[src/rtl/gptm_pkg.sv]
`timescale 1ns / 1ps
`default_nettype none
// ----------------------------------------------------------------------------
// gptm_pkg
// Shared widths, register indexes, cell data types and the CORDIC angle table
// for the galvo point to mirror steps converter.
// ----------------------------------------------------------------------------
package gptm_pkg;

	// Number of CORDIC rotation cells in each angle lane (16 to 32).
	localparam int CORDIC_STAGES = 24;
	localparam int TURN_TABLE_LEN = 32;

	// The root of a 64-bit radicand takes one cell per result bit.
	localparam int SQRT_STAGES = 32;
	localparam int RAD_W = 32;
	localparam int ROOT_W = 32;
	localparam int REM_W = 34;

	localparam int CORDIC_W = 44;
	localparam int ACC_W = 33;
	localparam int ATAN_W = 30;
	localparam int SHIFT_W = 5;
	localparam int OP_SHIFT = 24;

	localparam int CFG_IDX_W = 2;
	localparam int CFG_DATA_W = 14;
	localparam logic [CFG_IDX_W-1:0] REG_PLANE_DISTANCE = 2'd0;
	localparam logic [CFG_IDX_W-1:0] REG_AXIS_SPACING = 2'd1;
	localparam logic [CFG_IDX_W-1:0] REG_STEPS_PER_TURN = 2'd2;

	localparam int STEP_W = 13;
	localparam int PROD_W = 46;

	// atan(2^-i) in units of 2^-32 turn, rounded to nearest.
	localparam logic [ATAN_W-1:0] TURN_ATAN [TURN_TABLE_LEN] = '{
		30'd536870912, 30'd316933406, 30'd167458907, 30'd85004756,
		30'd42667331, 30'd21354465, 30'd10679838, 30'd5340245,
		30'd2670163, 30'd1335087, 30'd667544, 30'd333772,
		30'd166886, 30'd83443, 30'd41722, 30'd20861,
		30'd10430, 30'd5215, 30'd2608, 30'd1304,
		30'd652, 30'd326, 30'd163, 30'd81,
		30'd41, 30'd20, 30'd10, 30'd5,
		30'd3, 30'd1, 30'd1, 30'd0
	};

	// Partial state of the digit-by-digit square root.
	typedef struct packed {
		logic [REM_W-1:0]  rem;
		logic [ROOT_W-1:0] root;
		logic [RAD_W-1:0]  rad;
	} sqrt_t;

	// Vector and angle accumulator of one CORDIC lane.
	typedef struct packed {
		logic signed [CORDIC_W-1:0] px;
		logic signed [CORDIC_W-1:0] py;
		logic signed [ACC_W-1:0]    acc;
	} cordic_t;

endpackage
`default_nettype wire

[src/rtl/gptm_sqrt_cell.sv]
`timescale 1ns / 1ps
`default_nettype none
// ----------------------------------------------------------------------------
// gptm_sqrt_cell
// One digit of a restoring square root: takes two radicand bits and yields
// one root bit, then hands its state to the next cell.
// ----------------------------------------------------------------------------
module gptm_sqrt_cell
	import gptm_pkg::*;
(
	input  wire logic  clk,
	input  wire logic  en,
	input  wire sqrt_t cur,
	output sqrt_t      nxt
);

	logic [REM_W-1:0] rem_shift;
	logic [REM_W-1:0] trial;
	sqrt_t            res;

	// Bring in the next radicand digit and try the next root bit.
	always_comb begin
		rem_shift = {cur.rem[REM_W-3:0], cur.rad[RAD_W-1:RAD_W-2]};
		trial = {cur.root[ROOT_W-1:0], 2'b01};
		res.rad = {cur.rad[RAD_W-3:0], 2'b00};
		if (rem_shift >= trial) begin
			res.rem = rem_shift - trial;
			res.root = {cur.root[ROOT_W-2:0], 1'b1};
		end else begin
			res.rem = rem_shift;
			res.root = {cur.root[ROOT_W-2:0], 1'b0};
		end
	end

	always_ff @(posedge clk) begin
		if (en) begin
			nxt <= res;
		end
	end

endmodule
`default_nettype wire

[config.mk]
export PLATFORM = sky130hd
export DESIGN_NAME = gptm_sqrt_cell
export DESIGN_NICKNAME = d
export VERILOG_FILES = /design/src/rtl/gptm_pkg.sv /design/src/rtl/gptm_sqrt_cell.sv
export SDC_FILE = /design/constraint.sdc
export NUM_CORES = 1
export LEC_CHECK = 0
export ABC_AREA = 1
export BUFFER_PORTS_ARGS = -buffer_cell sky130_fd_sc_hd__buf_4
export CORE_ASPECT_RATIO = 0.5
export CORE_MARGIN = 1.5
export CORE_UTILIZATION = 40
export CTS_CLUSTER_DIAMETER = 50
export CTS_CLUSTER_SIZE = 24
export DETAILED_ROUTE_END_ITERATION = 10
export PLACE_DENSITY = 0.68
export SETUP_SLACK_MARGIN = 0.1
export SLEW_MARGIN = 10
export SYNTH_ARGS = -nofsm -noshare
export SYNTH_HDL_FRONTEND = slang
export SYNTH_SLANG_ARGS = --single-unit
[constraint.sdc]
create_clock -name clk -period 1.7 [get_ports clk]
set_input_delay 0.17 -clock clk [delete_from_list [all_inputs] [get_ports clk]]
set_output_delay 0.17 -clock clk [all_outputs]
set_load 0.02 [all_outputs]
; Word-level counts from Yosys, hierarchy flattened
; Index checks and enable logic that the tools add are counted.
[op_classes]
add_sub_neg = 1
muxes = 1
magnitude_cmp = 1
[ops]
columns = op, n
row1 = 66-bit two-way mux, 1
row2 = 34-bit >= comparator, 1
row3 = 34-bit subtractor, 1
[totals]
input_bits = 100
wordCells = 6
regBits = 96
out_inout_bits = 98

; Logic depth before layout (Yosys ltp)
[depth]
word_depth = 2
depth_mapped = 16
mapped_depth_nobuf = 15

; Worst setup path before layout
; Ideal clock, no wire load.
[synth_timing]
path_type = in2reg
from = in cur[39] (netlist bit)
to = reg nxt[89] (netlist bit), data pin
t_arrival_ns = 1.570
path_buffers = 1
path_slack_ns = -0.123
stages = 13
required_ns = 1.447
setup_time_ns = 0.253
path_cell_list = inv_1 > ha_1 > nand2_2 > inv_2 > a21oi_1 > nand3_2 > nand2_1 > nand3_2 > nand2_2 > nand2_8 > buf_4 > nand3_1 > nand2_1
[synth_rtl]
columns = element, line
row1 = "start, declared", gptm_sqrt_cell.sv:13  ; input wire sqrt_t cur,
row2 = "end signal, assigned", gptm_sqrt_cell.sv:37  ; nxt <= res;
row3 = "end, declared", gptm_sqrt_cell.sv:14  ; output sqrt_t nxt

==> results.md <==
- Pin count of the biggest net entering global routing: 30
- Max Clk Rate: 591 MHz
- Seq cells post-synth: 96
- Hold Path Stages: 1
- Largest area contributor in the netlist: edfxtp_1
- Mapped Avg Cell Area: 8.10 sq um
- Via density: 4.85
- Top flop regs: nxt x96
- Initial DRC Count: 470
- EDFF count, synth: 96
- Area growth from synthesis to final layout: 89.1%
- Critical path class: in2reg
- CP top delay family: simple AND/OR/NAND/NOR gates
- Placed insts: 1242
- Unrepaired setup endpoints after global routing: true
- Critical Path, Cell by Cell: buf_4 -> ha_4 -> buf_4 -> nand2_1 -> nand2_2 -> nand2_1 -> nand2_2 -> buf_4 -> a21oi_2 -> o21ai_1 -> buf_4 -> nand2_2 -> nand3_1 -> nand3_2 -> nand2_1
- Setup slack after layout: 6.96 ps
- Fraction of registers with async set or reset after synthesis: 0
- Clock sinks: 96
- Slew Limit Fails: 0
- Worst EP arrival: 1800 ps
- Routability Congestion: 0.936
- Crit path required time: 1810 ps
- Most used DFF post-synth: edfxtp_1
- Number of global-route vias before repair: 6057
- Slowest stage cell, crit path: ha_4
- Layout cells sized above 1: 0.562
- Routed via count: 6486
- Yosys warning count: 0
- Cells after Synth: 730
- Ant. Diodes: 0
- Final nets: 1269
- DR WL/cell: 17.6 microns
- Die H: 89.0 microns
- Crit start category: input pin
- Routed Antenna Nets: 0
- Synth cell types: 27
- H-tree levels: 3
- Final Hold Fails: 0
- Total GRT Usage: 0.287
- Synthesized cell area: 0.00591 sq mm
- CTS tree: yes
- CP most frequent cell: buf_4
- Pwr/cell area: 779 mW/mm^2
- Seq/Total Area, Yosys: 0.487
- CTS clock-pin slew for the worst setup and hold paths: 70 ps
- Starting density of the core: 0.409
- Hold_sp: cur[59]
- Static Leakage: 5.41 nW
- Setup-failing EPs final: 0
- Drt drc: 0
- Die Width: 175 microns
- Crit path buf inv count: 4
- WHS Endpoint: nxt[60]$_DFFE_PP_
- Core Rows: 31
- Number of buffers created by CTS: 9
- CP Max Fanout: 3
- CORE AREA: 0.0145 sq mm
- First-pass GRT wire length: 33300 microns
- Root Buffer: clkbuf_16
- Clk buf depth: 2
- Crit end category: register
- Status: complete, no violations
- Peak supply drop: 507 uV
- Pre-antenna DRT Iters: 5
- Top cell type's share of synthesized area: 0.487
- Drt total wl: 23500 microns
- Hold Crit Class: in2reg
- Pre-CTS WS: -453 ps
- Initial antenna violation count: 0
- Fin cells: 1338
- Grt ovf: 0
- Max reg flops: 96
- Period utilisation layout: 0.996
- Final worst path period need: 1690 ps
- I/O Buffers: 193
- I/O pin cnt: 198
- Slowest stage delay, CP: 240 ps
- Synth area leaders: edfxtp_1 49%, nand2_1 18%, inv_1 7.8%
- Area of the die: 0.0156 sq mm
- MaxCap Viol Count: 0
- Most flop-heavy register: nxt
- Post-DP HPWL: 16100 microns
metal layers:
| layer | global-route usage | part of all wire | vias to the layer above |
|---|---|---|---|
| met3 | 0.0736 | 0.087 | 15 |
| met1 | 0.412 | 0.46 | 3059 |
| met5 | 0 | 0 | - |
| li1 | - | - | 3140 |
| met2 | 0.447 | 0.45 | 272 |
| met4 | 0.0404 | 0.0060 | 0 |
per-stage QoR:
step | cell area, sq um | hold slack, ps | setup TNS, ps | util | total power, W
6_report | 11200 | 7.69 | 0 | 0.773 | 0.00871
5_1_grt | 11200 | -0.0528 | -1130 | 0.773 | 0.00905
4_1_cts | 10600 | 0.185 | 0 | 0.731 | 0.00843
3_5_place_dp | 9060 | 349 | -13560 | 0.626 | 0.00572
3_3_place_gp | 9060 | 348 | -13360 | 0.626 | 0.00569
2_1_floorplan | 6400 | 269 | -355 | - | 0.00438
cell usage in the layout, fill, tap and decap left out, types with 14 or more instances in the layout:
cell / n
buf_4: 321
nand2_1: 152
edfxtp_1: 96
inv_1: 95
nand2_2: 91
dlygate4sd3_1: 46
nand2_4: 38
nor2_1: 28
ha_4: 28
inv_2: 24
nand3_1: 18
nand3_2: 18
nor2_2: 15
nor2_4: 14
logic make-up (layout without fill, tap and decap cells):
logic type | after synthesis | after routing | share of synthesized area
xor gates and xnor gates | 17 | 17 | 0.0252
buffers and inverters | 136 | 545 | 0.0937
other | 1 | 2 | 0.000634
DFF | 96 | 96 | 0.487
AOI/OAI and AO/OA | 47 | 47 | 0.0421
adders and majority gates | 34 | 34 | 0.0719
and+or+nand+nor | 399 | 399 | 0.279
repair_timing:
action | CTS | global route
hold endpoints to repair | 40 | 6
endpoints found under the setup margin | 34 | 35
hold buffers | 40 | 6
resized for setup | 146 | 151
gates cloned | 7 | 0
pin swaps | 61 | 48
buffers inserted | 20 | 7
cell usage after synthesis, drive strengths merged, types with 3 or more instances:
master  instances
nand4           8
nand2         282
xnor2           4
nand3          40
edfxtp         96
inv           128
o21bai          3
nor3            4
ha             34
buf             8
xor2           13
nor2           57
nand3b          5
o21ai          14
a21oi          29
worst max-delay path by stage:
stage                     depth (start not counted)                 to     from  slack, ps
after global routing                             16  nxt[92]$_DFFE_PP_  cur[39]        -60
after floorplan                                  14  nxt[89]$_DFFE_PP_  cur[38]        -20
final                                            15  nxt[93]$_DFFE_PP_  cur[72]          7
after global placement                           14  nxt[91]$_DFFE_PP_  cur[44]       -460
after detailed placement                         15  nxt[95]$_DFFE_PP_  cur[36]       -450
after CTS                                        13  nxt[79]$_DFFE_PP_  cur[44]         40
power breakdown:
group / leakage, nW / switching [W] / total [W] / internal, W
clock network: 0.142 / 0.000997 / 0.00216 / 0.00117
registers: 0.938 / 0.0000793 / 0.00298 / 0.00290
logic: 4.33 / 0.00189 / 0.00356 / 0.00167
layout make-up:
| type | count | area [sq um] |
|---|---|---|
| multi-input cells | 499 | 3770 |
| repair buffers | 401 | 3460 |
| fillers | 976 | 3290 |
| flip-flops and latches | 96 | 2880 |
| inverters | 128 | 520 |
| well taps | 198 | 248 |
| clock buffers | 10 | 229 |
| clock inverters | 6 | 73.8 |
Power figures use the tool's default switching activity.
