--- src/rtl/gptm_pkg.sv ---
`timescale 1ns / 1ps
`default_nettype none
// ----------------------------------------------------------------------------
// gptm_pkg
// Shared widths, register indexes, cell data types and the CORDIC angle table
// for the galvo point to mirror steps converter.
// ----------------------------------------------------------------------------
package gptm_pkg;

	// Number of CORDIC rotation cells in each angle lane (16 to 32).
	localparam int CORDIC_STAGES = 24;
	localparam int TURN_TABLE_LEN = 32;

	// The root of a 64-bit radicand takes one cell per result bit.
	localparam int SQRT_STAGES = 32;
	localparam int RAD_W = 32;
	localparam int ROOT_W = 32;
	localparam int REM_W = 34;

	localparam int CORDIC_W = 44;
	localparam int ACC_W = 33;
	localparam int ATAN_W = 30;
	localparam int SHIFT_W = 5;
	localparam int OP_SHIFT = 24;

	localparam int CFG_IDX_W = 2;
	localparam int CFG_DATA_W = 14;
	localparam logic [CFG_IDX_W-1:0] REG_PLANE_DISTANCE = 2'd0;
	localparam logic [CFG_IDX_W-1:0] REG_AXIS_SPACING = 2'd1;
	localparam logic [CFG_IDX_W-1:0] REG_STEPS_PER_TURN = 2'd2;

	localparam int STEP_W = 13;
	localparam int PROD_W = 46;

	// atan(2^-i) in units of 2^-32 turn, rounded to nearest.
	localparam logic [ATAN_W-1:0] TURN_ATAN [TURN_TABLE_LEN] = '{
		30'd536870912, 30'd316933406, 30'd167458907, 30'd85004756,
		30'd42667331, 30'd21354465, 30'd10679838, 30'd5340245,
		30'd2670163, 30'd1335087, 30'd667544, 30'd333772,
		30'd166886, 30'd83443, 30'd41722, 30'd20861,
		30'd10430, 30'd5215, 30'd2608, 30'd1304,
		30'd652, 30'd326, 30'd163, 30'd81,
		30'd41, 30'd20, 30'd10, 30'd5,
		30'd3, 30'd1, 30'd1, 30'd0
	};

	// Partial state of the digit-by-digit square root.
	typedef struct packed {
		logic [REM_W-1:0]  rem;
		logic [ROOT_W-1:0] root;
		logic [RAD_W-1:0]  rad;
	} sqrt_t;

	// Vector and angle accumulator of one CORDIC lane.
	typedef struct packed {
		logic signed [CORDIC_W-1:0] px;
		logic signed [CORDIC_W-1:0] py;
		logic signed [ACC_W-1:0]    acc;
	} cordic_t;

endpackage
`default_nettype wire

--- src/rtl/gptm_cordic_cell.sv ---
`timescale 1ns / 1ps
`default_nettype none
// ----------------------------------------------------------------------------
// gptm_cordic_cell
// One vectoring CORDIC rotation toward y = 0 with its angle accumulator.
// The shift and the angle step are tied off per position in the chain.
// ----------------------------------------------------------------------------
module gptm_cordic_cell
	import gptm_pkg::*;
(
	input  wire logic                clk,
	input  wire logic                en,
	input  wire logic [SHIFT_W-1:0]  shift_amt,
	input  wire logic [ATAN_W-1:0]   atan_step,
	input  wire cordic_t             cur,
	output cordic_t                  nxt
);

	logic signed [CORDIC_W-1:0] dx;
	logic signed [CORDIC_W-1:0] dy;
	logic signed [ACC_W-1:0]    step;
	cordic_t                    res;

	// Rotate by the sign of y; a vector already on the axis stays put.
	always_comb begin
		dx = cur.py >>> shift_amt;
		dy = cur.px >>> shift_amt;
		step = $signed({{(ACC_W-ATAN_W){1'b0}}, atan_step});
		res = cur;
		if (cur.py > 0) begin
			res.px = cur.px + dx;
			res.py = cur.py - dy;
			res.acc = cur.acc + step;
		end else if (cur.py < 0) begin
			res.px = cur.px - dx;
			res.py = cur.py + dy;
			res.acc = cur.acc - step;
		end
	end

	always_ff @(posedge clk) begin
		if (en) begin
			nxt <= res;
		end
	end

endmodule
`default_nettype wire

--- config.mk ---
export PLATFORM = sky130hd
export DESIGN_NAME = gptm_cordic_cell
export DESIGN_NICKNAME = d
export VERILOG_FILES = /design/src/rtl/gptm_pkg.sv /design/src/rtl/gptm_cordic_cell.sv
export SDC_FILE = /design/constraint.sdc
export NUM_CORES = 1
export LEC_CHECK = 0
export BUFFER_PORTS_ARGS = -buffer_cell sky130_fd_sc_hd__buf_2
export CAP_MARGIN = 0
export CORE_AREA = 4 4 204 245
export DETAILED_ROUTE_END_ITERATION = 8
export DIE_AREA = 0 0 208 249
export PLACE_DENSITY = 0.78
export SYNTH_ARGS = -nofsm -noshare
export SYNTH_HDL_FRONTEND = slang
export SYNTH_SLANG_ARGS = --single-unit
--- constraint.sdc ---
create_clock -name clk -period 9.9 [get_ports clk]
set_input_delay 1.485 -clock clk [delete_from_list [all_inputs] [get_ports clk]]
set_output_delay 1.485 -clock clk [all_outputs]
set_load 0.05 [all_outputs]
# After elaboration in Yosys (flattened, before gate mapping)

Index checks and enable logic that the tools add are counted.

Add/subtract/negate cells: 6
Shifts and indexed selects: 2
Mux-type cells: 2
Magnitude comparators: 2

Operators with widths:

| operator                                                        | count |
|---|---|
| 2-to-1 mux 121 bit                                              | 2 |
| adder 44 bit                                                    | 2 |
| >>> shifter 44 x 5 -> 44 bit                                    | 2 |
| subtractor 44 bit                                               | 2 |
| greater-than comparator 44 x 1 -> 1 bit (second input constant) | 1 |
| less-than comparator 44 x 1 -> 1 bit (second input constant)    | 1 |
| adder 33 x 31 -> 33 bit                                         | 1 |
| subtractor 33 x 31 -> 33 bit                                    | 1 |

Bits of input ports: 158
Register bits after elaboration: 121

# Depth between registers and ports, before layout

Depth in word-level cells: 4
Mapped depth: 23
Gate-level depth less buffers: 20

# Worst setup path before layout

Ideal clock, no wire load.

Path type: in2reg
Start point: input shift_amt[0]
End point: register nxt[69] (netlist bit), data pin
Library setup time: 0.150 ns
Path buffers: 4
Stages: 21
Setup slack: 3.405 ns
Data required time: 9.750 ns
Data arrival time: 6.344 ns
Cell sequence: clkbuf_1 > clkbuf_1 > clkbuf_1 > clkbuf_1 > o21ai_0 > mux2i_1 > a21oi_1 > mux2i_1 > ha_1 > inv_1 > fa_1 > o21ba_1 > or4_4 > a211o_2 > a31oi_4 > o211ai_2 > a311o_1 > a31o_4 > a2111oi_4 > mux2_4 > o211ai_2

RTL lines:

| what                 | line                   | text |
|---|---|---|
| start, declared      | gptm_cordic_cell.sv:13 | `input wire logic [SHIFT_W-1:0] shift_amt,` |
| end signal, assigned | gptm_cordic_cell.sv:43 | `nxt <= res;` |
| end, declared        | gptm_cordic_cell.sv:16 | `output cordic_t nxt` |

==> results.cfg <==
[clock_network]
h-tree-depth = 4
clkSinkCount = 121
cts_setup_buffers = 0
clockBufferDepth = 2
ctsHoldBuffers = 0
ctsRootBufferMaster = clkbuf_16
clk_pin_slew_ns = 0.07
cts_tree = built
numCtsBuffers = 17
ctsResizeCount = 0

[logic_synthesis]
synth_warnings = 0
synthTopCellsByArea = edfxtp_1 (16%), ha_1 (13%), a21oi_1 (5.9%), xnor2_1 (5.7%), nand2_1 (4.6%)
yosys.area.top_type = edfxtp_1
synth_flop_cell = edfxtp_1
netlist.area_leader.share_pct = 15.7
yosysMostFrequentCell = nand2_1
synth-seq-cells = 121
synth_common_cells = nand2_1 (285), a21oi_1 (270), inv_1 (247), ha_1 (246), nor2_1 (209)
ys_seq_area_share_pct = 15.7
synth_area_um2 = 23100
syn_nets = 3408
synth_edf_count = 121
synth_cell_types = 95
syn_inst = 2998
syn_avg_cell_area_um2 = 7.70
synthArstFlopShare_pct = 0

[worst_setup_path]
worstPathMaxFanout = 63
critPathArrivalTime_ns = 7.11
cp-end-kind = flop
critPathKind = in2reg
startpoint_type = input port
worstPathRequired_ns = 10.09

[timing]
finalCritPeriodShare_pct = 69.8
timing.setup.tns_ns = 0
relSlewSlack_pct = 28.8
setup_viol = 0
fmax_ghz = 0.145
hold_viol_final = 0
final_max_slew_viol_count = 0
tightest_slew_ns = 1.07
period_minus_slack_ns = 6.91
rsz0062_at_grt = no

[layout]
reg_top3 = nxt x121
multi_input_area_um2 = 17800
ff_latch_area_um2 = 3630
drive_gt1_share_pct = 15.5
fin_nets = 3522
areaGrowthSynthToFinish_pct = 9.29
fillers = 4689
max_flop_register = nxt
largest_reg_flops = 121

[worst_hold_path]
holdPathEnd = nxt[32]
hold_start = cur[32]
hold_class = in2reg
whs_path_depth = 2

[grt]
grt_pass1_wl_um = 125000
grt_max_degree = 81
first_global_vias = 22581
grt_overflow = 0
antenna_found_initial = 15
grt_usage_pct = 29.6

[floorplanning]
core_area_um2 = 47800
die_w_um = 208
fp.dieH_um = 249
dieArea_um2 = 51800
start_util_pct = 48.3
io_pins = 279
placementRows = 88

[detailed_routing]
wl_um = 81100
ant_nets = 0
drc_errors = 0
dr.pass1.iters = 8
dr.first_iter.drc_count = 2962
avgRoutedWirePerCell_um = 21.5
via_per_inst = 6.40
routed-via-count = 24101

[pwr]
combPwrFrac_pct = 64.0
pwr_density_cell_nw_per_um2 = 149
pwr-share-seq_pct = 19.5
ir_drop_mv = 0.117
p_leak_nw = 11.0
swShare_pct = 50.0
p_total_w = 0.00376
p_switching_w = 0.00188
clkPwrFrac_pct = 16.5
power.internal_w = 0.00188

[job]
drv_cap = 0

[outcome]
status = finished clean

[place]
routabilityCongestion = 1.02
io_buffers = 278
place_hpwl_um = 62300
worst max-delay path, cell delays in order:
cell      delay [ns]
buf_4           0.26
buf_4           0.76
mux4_2          0.63
nand2_1         0.08
o21ai_0         0.11
o21ai_0         0.39
mux2_2          0.27
ha_1            0.37
or3_1           0.47
nor4b_1         0.52
o41ai_2         0.21
o211ai_1        0.40
a21o_1          0.23
a211oi_2        0.14
o41ai_1         0.46
xor2_1          0.19
o22ai_1         0.09
area by class of cell:
cell class              count  area share [%]
well taps                 630            3.12
clock buffers              18            1.70
flip-flops and latches    121            14.4
clock inverters            14           0.496
multi-input cells        2426            70.4
repair buffers            294            6.04
diodes                     10          0.0992
inverters                 252            3.75
power by group through the flow:
stage | logic [W] | clock network, W | registers [W]
floorplan | 0.00142 | 0 | 0.00110
global placement | 0.00235 | 0 | 0.000744
detailed placement | 0.00234 | 0 | 0.000746
CTS | 0.00236 | 0.000631 | 0.000737
global route | 0.00258 | 0.000649 | 0.000746
finish | 0.00241 | 0.000619 | 0.000735
layer usage:
layer / global-route usage, % / wire length, µm
met5: 0 / 56
met1: 38.6 / 32400
met4: 14.5 / 3990
met3: 5.69 / 8130
met2: 47.1 / 36500
stage by stage:
step / instance area, µm² / utilization, % / setup WS, ns / hold slack, ns / cells
6_report: 25200 / 52.8 / 2.99 / 1.31 / 3765
4_1_cts: 25200 / 52.8 / 3.14 / 1.28 / 3755
3_5_place_dp: 24700 / 51.6 / 2.64 / 1.78 / 3723
2_1_floorplan: 23100 / - / 3.41 / 1.60 / 2998
5_1_grt: 25200 / 52.8 / 2.69 / 1.31 / 3764
3_3_place_gp: 24700 / 51.6 / 2.66 / 1.78 / 3723
worst max-delay path by stage:
stage,from,cells after the start,endpoint
final,shift_amt[0],17,nxt[70]
after global routing,shift_amt[0],20,nxt[70]
after global placement,shift_amt[0],18,nxt[114]
after floorplan,shift_amt[0],21,nxt[69]
after CTS,shift_amt[1],20,nxt[76]
after detailed placement,shift_amt[1],20,nxt[71]
logic make-up (layout without fill, tap and decap cells):
kind of cell / Yosys count / count (layout) / share of synthesized area, %
flops: 121 / 121 / 15.7
mux: 198 / 198 / 11.5
xor+xnor: 187 / 187 / 7.09
compound gates: 1004 / 1004 / 28.7
buf+inv: 451 / 578 / 7.40
simple gates: 785 / 785 / 15.7
other cells: 0 / 10 / 0
fa+ha+maj: 252 / 252 / 13.8
cells in the final DEF, fill, tap and decap left out, types with 44 or more instances in the layout:
cell      count
nor3_1       44
a21oi_1     270
edfxtp_1    121
xnor2_1     151
o21a_1       56
nand2_1     285
a21o_1       64
mux4_2       47
mux2i_1      89
mux2_2       61
buf_2       274
ha_1        246
inv_1       245
o21bai_1     54
nor2_1      208
o21ai_0     197
Power figures use the tool's default switching activity.
